File: src/design/spfr_pkg.sv
`timescale 1ns / 1ps
package spfr_pkg;

  localparam int unsigned PosW = 9;
  localparam int unsigned MagicLen = 6;
  localparam logic [PosW-1:0] PosVersion = PosW'(6);
  localparam logic [PosW-1:0] PosType = PosW'(7);
  localparam logic [PosW-1:0] PosLength = PosW'(8);
  localparam logic [PosW-1:0] PayloadStart = PosW'(9);

  localparam logic KIND_PAYLOAD = 1'b0;
  localparam logic KIND_REPORT = 1'b1;

  localparam logic [2:0] STATUS_RPC_OK = 3'd0;
  localparam logic [2:0] STATUS_OTHER_OK = 3'd1;
  localparam logic [2:0] STATUS_BAD_SUM = 3'd2;
  localparam logic [2:0] STATUS_RPC_SHORT = 3'd3;
  localparam logic [2:0] STATUS_INNER_LEN = 3'd4;

  localparam logic [7:0] VERSION_RESET = 8'd1;
  localparam logic [7:0] RPC_TYPE_RESET = 8'd3;

  // Word index of each configuration register (byte address bit 2)
  localparam logic REG_VERSION = 1'b0;
  localparam logic REG_RPC_TYPE = 1'b1;

  typedef struct packed {
    logic       kind;
    logic [7:0] payload_byte;
    logic [7:0] payload_index;
    logic [2:0] frame_status;
    logic [7:0] frame_type;
    logic [7:0] payload_length;
    logic [7:0] command;
    logic [7:0] inner_length;
  } spfr_result_t;

  function automatic logic [7:0] magic_byte(input logic [2:0] idx);
    logic [7:0] val;
    unique case (idx)
      3'd0: val = 8'h49;  // I
      3'd1: val = 8'h4D;  // M
      3'd2: val = 8'h50;  // P
      3'd3: val = 8'h52;  // R
      3'd4: val = 8'h4F;  // O
      3'd5: val = 8'h56;  // V
      default: val = 8'h00;
    endcase
    return val;
  endfunction

endpackage

File: src/design/spfr_parser.sv
`timescale 1ns / 1ps
module spfr_parser (
  input  logic                  clk,
  input  logic                  rst,
  input  logic                  advance,
  input  logic [7:0]            rx_byte,
  input  logic [7:0]            protocol_version,
  input  logic [7:0]            rpc_frame_type,
  output logic                  emit,
  output spfr_pkg::spfr_result_t result
);
  import spfr_pkg::*;

  logic [PosW-1:0] position, position_next;
  logic [7:0] running_sum, running_sum_next;
  logic [7:0] type_held, type_held_next;
  logic [7:0] length_held, length_held_next;
  logic [7:0] command_held, command_held_next;
  logic [7:0] inner_length_held, inner_length_held_next;

  logic [PosW-1:0] frame_end;
  logic [PosW-1:0] payload_offset;
  logic [7:0] sum_plus;
  logic [2:0] status;

  assign frame_end = PayloadStart + {1'b0, length_held};
  assign payload_offset = position - PayloadStart;
  assign sum_plus = running_sum + rx_byte;

  always_comb begin
    priority if (running_sum != rx_byte) begin
      status = STATUS_BAD_SUM;
    end else if (type_held != rpc_frame_type) begin
      status = STATUS_OTHER_OK;
    end else if (length_held < 8'd2) begin
      status = STATUS_RPC_SHORT;
    end else if (inner_length_held != length_held - 8'd2) begin
      status = STATUS_INNER_LEN;
    end else begin
      status = STATUS_RPC_OK;
    end
  end

  always_comb begin
    position_next = position;
    running_sum_next = running_sum;
    type_held_next = type_held;
    length_held_next = length_held;
    command_held_next = command_held;
    inner_length_held_next = inner_length_held;
    emit = 1'b0;
    result = '0;
    priority if (position < PosW'(MagicLen)) begin
      if (rx_byte != magic_byte(position[2:0])) begin
        // drop the byte, no re-check as a first magic byte
        position_next = '0;
      end else begin
        running_sum_next = (position == '0) ? rx_byte : sum_plus;
        position_next = position + 1'b1;
      end
    end else if (position == PosVersion) begin
      if (rx_byte != protocol_version) begin
        position_next = '0;
      end else begin
        running_sum_next = sum_plus;
        position_next = position + 1'b1;
      end
    end else if (position == PosType) begin
      type_held_next = rx_byte;
      running_sum_next = sum_plus;
      position_next = position + 1'b1;
    end else if (position == PosLength) begin
      length_held_next = rx_byte;
      command_held_next = '0;
      inner_length_held_next = '0;
      running_sum_next = sum_plus;
      position_next = position + 1'b1;
    end else if (position < frame_end) begin
      if (payload_offset == '0) begin
        command_held_next = rx_byte;
      end
      if (payload_offset == PosW'(1)) begin
        inner_length_held_next = rx_byte;
      end
      running_sum_next = sum_plus;
      position_next = position + 1'b1;
      emit = 1'b1;
      result.kind = KIND_PAYLOAD;
      result.payload_byte = rx_byte;
      result.payload_index = payload_offset[7:0];
    end else begin
      // checksum byte closes the frame
      position_next = '0;
      emit = 1'b1;
      result.kind = KIND_REPORT;
      result.frame_status = status;
      result.frame_type = type_held;
      result.payload_length = length_held;
      result.command = command_held;
      result.inner_length = inner_length_held;
    end
  end

  always_ff @(posedge clk) begin
    if (rst) begin
      position <= '0;
      running_sum <= '0;
      type_held <= '0;
      length_held <= '0;
      command_held <= '0;
      inner_length_held <= '0;
    end else if (advance) begin
      position <= position_next;
      running_sum <= running_sum_next;
      type_held <= type_held_next;
      length_held <= length_held_next;
      command_held <= command_held_next;
      inner_length_held <= inner_length_held_next;
    end
  end

endmodule

File: src/design/spfr_out_stage.sv
`timescale 1ns / 1ps
module spfr_out_stage (
  input  logic                  clk,
  input  logic                  rst,
  input  logic                  load,
  input  spfr_pkg::spfr_result_t din,
  input  logic                  out_ready,
  output logic                  can_load,
  output logic                  out_valid,
  output spfr_pkg::spfr_result_t dout
);
  import spfr_pkg::*;

  spfr_result_t held;

  assign can_load = !out_valid || out_ready;
  assign dout = held;

  always_ff @(posedge clk) begin
    if (rst) begin
      out_valid <= 1'b0;
    end else if (can_load) begin
      out_valid <= load;
    end
  end

  always_ff @(posedge clk) begin
    if (can_load && load) begin
      held <= din;
    end
  end

endmodule

File: src/design/serial_provisioning_frame_receiver.sv
`timescale 1ns / 1ps
// Serial provisioning frame receiver: takes one received byte per cycle while
// in_ready is high and parses IMPROV-framed requests. Each byte passes an
// input register, is decoded combinationally against the frame position and
// lands in an output register. A byte's result (a payload byte, or the
// end-of-frame report on the checksum byte) shows on the outputs once the
// output register has loaded it, and stays there until out_ready takes it.
// Throughput is one byte per cycle; in_ready drops only while the output
// register holds a result that has not been taken and the input register is
// full. Bytes of the magic word, version, type and length produce no result.
// Registers: protocol_version at 0x0 (reset 1), rpc_frame_type at 0x4
// (reset 3); write them only while no frame byte is in flight.
module serial_provisioning_frame_receiver (
  input  logic        clk,
  input  logic        rst,
  input  logic        psel,
  input  logic        penable,
  input  logic        pwrite,
  input  logic [2:0]  paddr,
  input  logic [31:0] pwdata,
  output logic [31:0] prdata,
  output logic        pready,
  input  logic        in_valid,
  output logic        in_ready,
  input  logic [7:0]  rx_byte,
  output logic        out_valid,
  input  logic        out_ready,
  output logic        kind,
  output logic [7:0]  payload_byte,
  output logic [7:0]  payload_index,
  output logic [2:0]  frame_status,
  output logic [7:0]  frame_type,
  output logic [7:0]  payload_length,
  output logic [7:0]  command,
  output logic [7:0]  inner_length
);
  import spfr_pkg::*;

  logic [7:0] protocol_version;
  logic [7:0] rpc_frame_type;

  logic       byte_valid;
  logic [7:0] byte_held;
  logic       advance;
  logic       can_load;
  logic       emit;
  spfr_result_t result;
  spfr_result_t out_data;

  assign pready = 1'b1;

  always_ff @(posedge clk) begin
    if (rst) begin
      protocol_version <= VERSION_RESET;
      rpc_frame_type <= RPC_TYPE_RESET;
    end else if (psel && penable && pwrite) begin
      unique case (paddr[2])
        REG_VERSION: protocol_version <= pwdata[7:0];
        REG_RPC_TYPE: rpc_frame_type <= pwdata[7:0];
        default: ;
      endcase
    end
  end

  always_comb begin
    unique case (paddr[2])
      REG_VERSION: prdata = {24'd0, protocol_version};
      REG_RPC_TYPE: prdata = {24'd0, rpc_frame_type};
      default: prdata = '0;
    endcase
  end

  // input register: hold the byte until the parser can advance
  assign advance = byte_valid && can_load;
  assign in_ready = !byte_valid || advance;

  always_ff @(posedge clk) begin
    if (rst) begin
      byte_valid <= 1'b0;
    end else if (in_ready) begin
      byte_valid <= in_valid;
    end
  end

  always_ff @(posedge clk) begin
    if (in_ready && in_valid) begin
      byte_held <= rx_byte;
    end
  end

  spfr_parser u_parser (
    .clk              (clk),
    .rst              (rst),
    .advance          (advance),
    .rx_byte          (byte_held),
    .protocol_version (protocol_version),
    .rpc_frame_type   (rpc_frame_type),
    .emit             (emit),
    .result           (result)
  );

  spfr_out_stage u_out (
    .clk       (clk),
    .rst       (rst),
    .load      (advance && emit),
    .din       (result),
    .out_ready (out_ready),
    .can_load  (can_load),
    .out_valid (out_valid),
    .dout      (out_data)
  );

  assign kind = out_data.kind;
  assign payload_byte = out_data.payload_byte;
  assign payload_index = out_data.payload_index;
  assign frame_status = out_data.frame_status;
  assign frame_type = out_data.frame_type;
  assign payload_length = out_data.payload_length;
  assign command = out_data.command;
  assign inner_length = out_data.inner_length;

endmodule

File: config.mk
export PLATFORM = sky130hd
export DESIGN_NAME = serial_provisioning_frame_receiver
export DESIGN_NICKNAME = d
export VERILOG_FILES = /design/src/design/spfr_pkg.sv /design/src/design/spfr_parser.sv /design/src/design/spfr_out_stage.sv /design/src/design/serial_provisioning_frame_receiver.sv
export SDC_FILE = /design/constraint.sdc
export NUM_CORES = 1
export LEC_CHECK = 0
export ABC_CLOCK_PERIOD_IN_PS = 5100
export BUFFER_PORTS_ARGS = -buffer_cell sky130_fd_sc_hd__buf_2
export CAP_MARGIN = 20
export CELL_PAD_IN_SITES_DETAIL_PLACEMENT = 1
export CELL_PAD_IN_SITES_GLOBAL_PLACEMENT = 1
export CORE_ASPECT_RATIO = 0.7
export CORE_MARGIN = 4
export CORE_UTILIZATION = 42
export DETAILED_ROUTE_END_ITERATION = 10
export HOLD_SLACK_MARGIN = 0.02
export PLACE_DENSITY_LB_ADDON = 0.2
export SLEW_MARGIN = 20
export SYNTH_ARGS = -nofsm -noshare
export SYNTH_HDL_FRONTEND = slang
export SYNTH_SLANG_ARGS = --single-unit
File: constraint.sdc
create_clock -name clk -period 5.1 [get_ports clk]
set_clock_uncertainty 0.05 [all_clocks]
set_input_delay 0.255 -clock clk [delete_from_list [all_inputs] [get_ports clk]]
set_output_delay 0.255 -clock clk [all_outputs]
set_load 0.01 [all_outputs]
After elaboration in Yosys (flattened, before gate mapping)
Cells that the tools add are included.
{"block": "classes", "muxes": 33, "addsub": 5, "reduce_logical": 29, "eq_ne": 16, "bitwise": 5, "n_lt_le_gt_ge": 3}
{"cell": "two-way mux 8 bit", "count": 15}
{"cell": "case mux 32 bit (2 select lines)", "count": 1}
{"cell": "two-way mux 9 bit", "count": 7}
{"cell": "case mux 7 bit (6 select lines)", "count": 1}
{"cell": "!= test 8 bit", "count": 5}
{"cell": "equality test 9 x 3 -> 1 bit, second input constant", "count": 2}
{"cell": "zero test 9 bit", "count": 2}
{"cell": "AND reduction 6 bit", "count": 2}
{"cell": "OR reduction 5 bit", "count": 2}
{"cell": "adder 4 x 8 -> 9 bit, first input constant", "count": 1}
{"cell": "adder 9 x 1 -> 9 bit, second input constant", "count": 1}
{"cell": "equality test 9 x 1 -> 1 bit, second input constant", "count": 1}
{"cell": "equality test 9 x 4 -> 1 bit, second input constant", "count": 1}
{"cell": "less-than comparator 9 x 3 -> 1 bit, second input constant", "count": 1}
{"cell": "less-than comparator 9 bit", "count": 1}
{"cell": "subtractor 9 x 4 -> 9 bit, second input constant", "count": 1}
{"cell": "adder 8 bit", "count": 1}
{"cell": "less-than comparator 8 x 2 -> 1 bit, second input constant", "count": 1}
{"cell": "AND reduction 4 bit", "count": 2}
{"cell": "OR reduction 8 bit", "count": 1}
{"cell": "subtractor 8 x 2 -> 8 bit, second input constant", "count": 1}
{"cell": "equality test 3 x 2 -> 1 bit, second input constant", "count": 2}
{"cell": "equality test 3 bit, second input constant", "count": 2}
{"cell": "logical AND 1 bit", "count": 6}
{"cell": "16 further kinds", "count": 31}
{"block": "word_totals", "elab_cells": 112, "out_inout_bits": 87, "in_bits": 50, "reg_bits": 127}

Logic depth before layout (Yosys ltp)
{"block": "logic_depth", "ltp_word": 7, "mapped_depth": 13, "depth_no_buf": 12}

Hierarchy
From an unflattened synthesis, not the netlist that was laid out.
{"block": "hier_totals", "hier_cells": 708, "hier_area_um2": 7073.0}
{"mod": "spfr_parser", "area_each_um2": 4167.7, "cells_each": 535, "instances": 1, "seq_area_each_um2": 980.9}
{"mod": "spfr_out_stage", "area_each_um2": 1616.6, "cells_each": 57, "instances": 1, "seq_area_each_um2": 1581.5}
{"mod": "serial_provisioning_frame_receiver", "area_each_um2": 1288.7, "cells_each": 116, "instances": 1, "seq_area_each_um2": 580.6}

Worst setup path after synthesis
Ideal clock, no wire load.
{"block": "synth_timing", "kind": "reg-to-reg", "start": "register u_parser.position[0]", "end": "register u_parser.command_held[7]", "arrival_time_ns": 4.465, "synth_period_minus_slack_ns": 4.575, "setup_ns": 0.059, "path_stages_with_launch": 11, "slack_ns": 0.525, "required_time_ns": 4.991, "n_path_buf": 1, "cell_sequence": "dfxtp_1 inv_1 ha_1 nor4bb_1 o21ai_0 nor2b_4 nor2_1 and4b_1 and2_1 buf_2 a22o_1"}
{"block": "synth_between", "elab_chain_len": 4, "word_cells_on_any_way": 14, "classes_between": "add/sub (1); order compare (2); eq/ne (3); mux (1); bitwise (3); reduce/logical (4)"}
{"item": "from (decl)", "line": "spfr_parser.sv:14", "source": "logic [PosW-1:0] position, position_next;"}
{"item": "from (signal assigned)", "line": "spfr_parser.sv:113", "source": "position <= position_next;"}
{"item": "subtractor 9 x 4 -> 9 bit", "line": "spfr_parser.sv:27", "source": "assign payload_offset = position - PayloadStart;"}
{"item": "named net u_parser.payload_offset[0]", "line": "spfr_parser.sv:22", "source": "logic [PosW-1:0] payload_offset;"}
{"item": "zero test 9 bit", "line": "spfr_parser.sv:79", "source": "if (payload_offset == '0) begin"}
{"item": "nonzero test 2 bit (no line)"}
{"item": "AND reduction 6 bit (no line)"}
{"item": "to (signal assigned)", "line": "spfr_parser.sv:117", "source": "command_held <= command_held_next;"}
{"item": "to (decl)", "line": "spfr_parser.sv:18", "source": "logic [7:0] command_held, command_held_next;"}
The timed path passes the listed nets, and every way through them passes these cells.
A chain may end at the register's enable or synchronous reset.

Worst setup path after layout
{"block": "layout_timing", "start": "register u_parser.length_held[1]", "end": "register u_parser.running_sum[6]"}
{"block": "layout_between", "elab_chain_len": 4}
{"item": "from (decl)", "line": "spfr_parser.sv:17", "source": "logic [7:0] length_held, length_held_next;"}
{"item": "from (signal assigned)", "line": "spfr_parser.sv:116", "source": "length_held <= length_held_next;"}
{"item": "adder 4 x 8 -> 9 bit", "line": "spfr_parser.sv:26", "source": "assign frame_end = PayloadStart + {1'b0, length_held};"}
{"item": "less-than comparator 9 bit", "line": "spfr_parser.sv:78", "source": "end else if (position < frame_end) begin"}
{"item": "nonzero test 5 bit (no line)"}
{"item": "AND reduction 4 bit (no line)"}
{"item": "to (signal assigned)", "line": "spfr_parser.sv:114", "source": "running_sum <= running_sum_next;"}
{"item": "to (decl)", "line": "spfr_parser.sv:15", "source": "logic [7:0] running_sum, running_sum_next;"}
Every way passes these cells.

==> impl_metrics.yaml <==
outcome:
  status: "finished clean"
logic_synthesis:
  synth_compound_area_share_pct: 9.62
  synth.area.mux_share_pct: 5.16
  synth_top_family_by_area: "simple AND/OR/NAND/NOR gates"
  ys_types: 66
  yosys.area_share.adder_pct: 5.16
  synth_xor_area_share_pct: 6.93
  synth_ff_type: "dfxtp_1"
  yosysTopAreaCellShare_pct: 27.9
  synthCells: 635
  avgSynthCellArea_um2: 10.2
  synth_seq_area_share_pct: 48.7
  synth_edf_count: 60
  async_flop_share_pct: 0
  yosys.area_share.simple_pct: 17.5
  yosysTopAreaCell: "edfxtp_1"
  yosys_warnings: 0
  synth_seq_cells: 127
  syn-cell-area_mm2: 0.00645
  netlist_top_cells_area: "edfxtp_1 28%, dfxtp_1 21%, ha_1 4.9%"
cts:
  cts.repair.resized: 0
  post_cts_buffers: 0
  clk_transition_reported_paths_ns: 0.07
  clockBufferDepth: 2
  root_buffer: "clkbuf_16"
  h-tree-depth: 4
  cts_inserted_buffers: 17
  cts.sinks: 127
  tritoncts: "yes"
  clk-insertion-delay-late_ns: 0.42
setup_path:
  critPathTopFamily: "compound AO/OA/AOI/OAI gates"
  worst_setup_path_end_kind: "register"
  critical_path_arrival_ns: 3.66
  crit_path_cell_trace: "ha_1 -> a21oi_1 -> nor2_1 -> xnor2_1 -> ha_1 -> a21oi_1 -> o21ai_0 -> nor3_1 -> buf_4 -> or2_4 -> o211ai_2 -> nor2b_1 -> a211oi_1"
  max_stage_delay_ns: 0.53
  required_ns: 5.38
  cp_slowest_cell: "dfxtp_1"
  crit_type: "reg2reg"
  cp-start-kind: "register"
  crit_fanout: 14
  cp_num_buf_inv: 1
die:
  io_pins: 137
  core_area_mm2: 0.0149
  num_rows: 37
  die_h_um: 112
  start_util_pct: 43.4
  die-area_mm2: 0.0174
  die-width_um: 156
sta:
  tns_ns: 0
  slew_viol_final: 0
  period_needed_ns: 3.38
  relSlewSlack_pct: 40.4
  worstMarginPinSlew_ns: 0.894
  hold_viol_final: 0
  fin_crit_sh_pct: 66.3
  rsz0062_at_grt: "false"
  fmax_mhz: 296
  setup_viol: 0
route:
  routed_wl_mm: 17.1
  drt_iter0_markers: 215
  wire_per_inst_um: 18.6
  drt_first_pass_iters: 4
  viasPerCell: 5.26
  via_count: 4852
  drc: 0
  ant_nets: 0
power:
  vdd_drop_max_v: 0.000230
  finalPower_uw: 2420
  p_leak_uw: 0.00292
  powerDensity_mw_per_mm2: 318
placement:
  port_buffers: 85
  dpl_cell_area_mm2: 0.00689
  dp_hpwl_mm: 12.0
  gp_congestion: 0.805
hold_path:
  hold_path.class: "in2reg"
flow_run:
  maxCapViolCount: 0
global_routing:
  grt_usage_pct: 19.9
  grt_pass1_wl_mm: 27.4
  grt_pass1_vias: 5087
  antenna_found_initial: 0
  grt_max_degree: 53
  grt_overflow_total: 0
cells_and_area:
  nets: 791
  syn_to_final_growth_pct: 17.9
  antenna_cells: 0
  fin_area_mm2: 0.00761
  drive_gt1_share_pct: 19.6
==> layout by cell type, fill, tap and decap left out, types with 3 or more instances in the layout <==
cell	netlist	layout
and2_1	35	35
nand3_1	7	7
inv_1	21	21
conb_1	2	25
edfxtp_1	60	60
nand2b_1	3	3
clkinv_8	0	3
nand2_1	56	56
a21oi_1	27	27
buf_4	27	4
nor2b_1	7	7
xor2_1	21	21
nor3_1	8	8
nor2_1	63	62
nand3b_1	4	4
dlygate4sd3_1	0	10
nor4_1	7	7
and3_1	8	8
dfxtp_1	67	67
buf_2	7	85
ha_1	25	25
inv_6	0	5
o21a_1	3	3
xnor2_1	30	30
or3_1	4	4
nand4_1	8	8
clkbuf_16	0	17
a211oi_1	4	4
o21ai_0	15	15
a22o_1	16	16
mux2i_1	22	22
mux2_2	10	10
inv_8	0	5
==> cells by family (layout without fill, tap and decap cells) <==
family                     Yosys count  in the layout
and+or+nand+nor                    224            224
DFF                                127            127
AOI/OAI and AO/OA                   91             91
buffers and inverters               82            152
xor gates and xnor gates            51             51
muxes                               32             32
adders and majority gates           26             26
other                                2             25
==> state kept, by name, indices dropped and copies added, names as in the netlist <==
name                        count
u_parser.inner_length_held      8
u_parser.running_sum            8
u_parser.command_held           8
u_parser.position               9
u_out.dout                     52
u_out.out_valid                 1
byte_held                       8
u_parser.length_held            8
byte_valid                      1
rpc_frame_type                  8
u_parser.type_held              8
protocol_version                8
==> metrics by stage <==
stage               util [%]  cells  worst slack [ns]  hold WS (ns)
finish                  51.2    923              1.72        0.0375
global route            51.2    923              1.36        0.0355
CTS                     51.2    923              1.70        0.0207
detailed placement      46.4    881              1.73         0.385
global placement        46.4    881              1.80         0.383
floorplan                  -    658             0.525         0.304
==> timing repair <==
action	in CTS	in global routing
endpoints found under the hold margin	10	0
hold buffers	10	0
endpoints found under the setup margin	0	0
==> power breakdown <==
group          switching (µW)  internal, µW  total [µW]
Combinational            47.6          30.3        77.9
Clock                     545           708        1250
Sequential               19.2          1070        1090
Total                     612          1800        2420
==> metal layers <==
layer  global-route usage, %  part of all wire [%]  routed length [µm]
met2                    31.8                    46                7820
met3                    4.55                   5.0                 864
met1                    27.7                    48                8270
met5                       0                     0                   0
met4                    4.80                   1.1                 197
==> worst reg2reg max path: stages (launching register included) <==
cell and delay, ns:
dfxtp_1 0.53, ha_1 0.26, a21oi_1 0.10, nor2_1 0.19, xnor2_1 0.16, ha_1 0.29
a21oi_1 0.14, o21ai_0 0.10, nor3_1 0.19, buf_4 0.23, or2_4 0.19, o211ai_2 0.35
nor2b_1 0.29, a211oi_1 0.22
==> Yosys cell counts, types with 2 or more instances <==
cell type	count
a211oi_1	4
a21boi_0	2
a21oi_1	27
a21oi_2	2
a22o_1	16
a2bb2oi_1	2
a31oi_1	2
and2_1	35
and3_1	8
buf_1	2
buf_2	7
buf_4	27
buf_6	2
clkbuf_1	22
conb_1	2
dfxtp_1	67
edfxtp_1	60
ha_1	25
inv_1	21
mux2_2	10
mux2i_1	22
nand2_1	56
nand2b_1	3
nand3_1	7
nand3b_1	4
nand4_1	8
nor2_1	63
nor2b_1	7
nor3_1	8
nor4_1	7
o211ai_1	2
o21a_1	3
o21ai_0	15
o31ai_1	2
or3_1	4
or3_4	2
xnor2_1	30
xor2_1	21
==> path summary, 6_finish.rpt <==
| kind | startpoint | endpoint | slack, ns | cells after the start |
|---|---|---|---|---|
| max | u_parser.length_held[1] | u_parser.running_sum[6] | 1.72 | 13 |
| min | pwdata[1] | rpc_frame_type[1] | 0.04 | 3 |
| max reg2reg | u_parser.length_held[1] | u_parser.running_sum[6] | 1.72 | 13 |
| min reg2reg | u_parser.command_held[0] | u_parser.command_held[0] | 0.43 | 1 |
==> layout make-up <==
type,count,area [µm²]
Fill cell,1641,7250
Sequential cell,127,3140
Multi-Input combinational cell,449,2970
Timing Repair Buffer,99,556
Clock buffer,17,425
Tap cell,195,244
Clock inverter,15,188
Inverter,21,78.8
(Power assumes the default switching activity.)
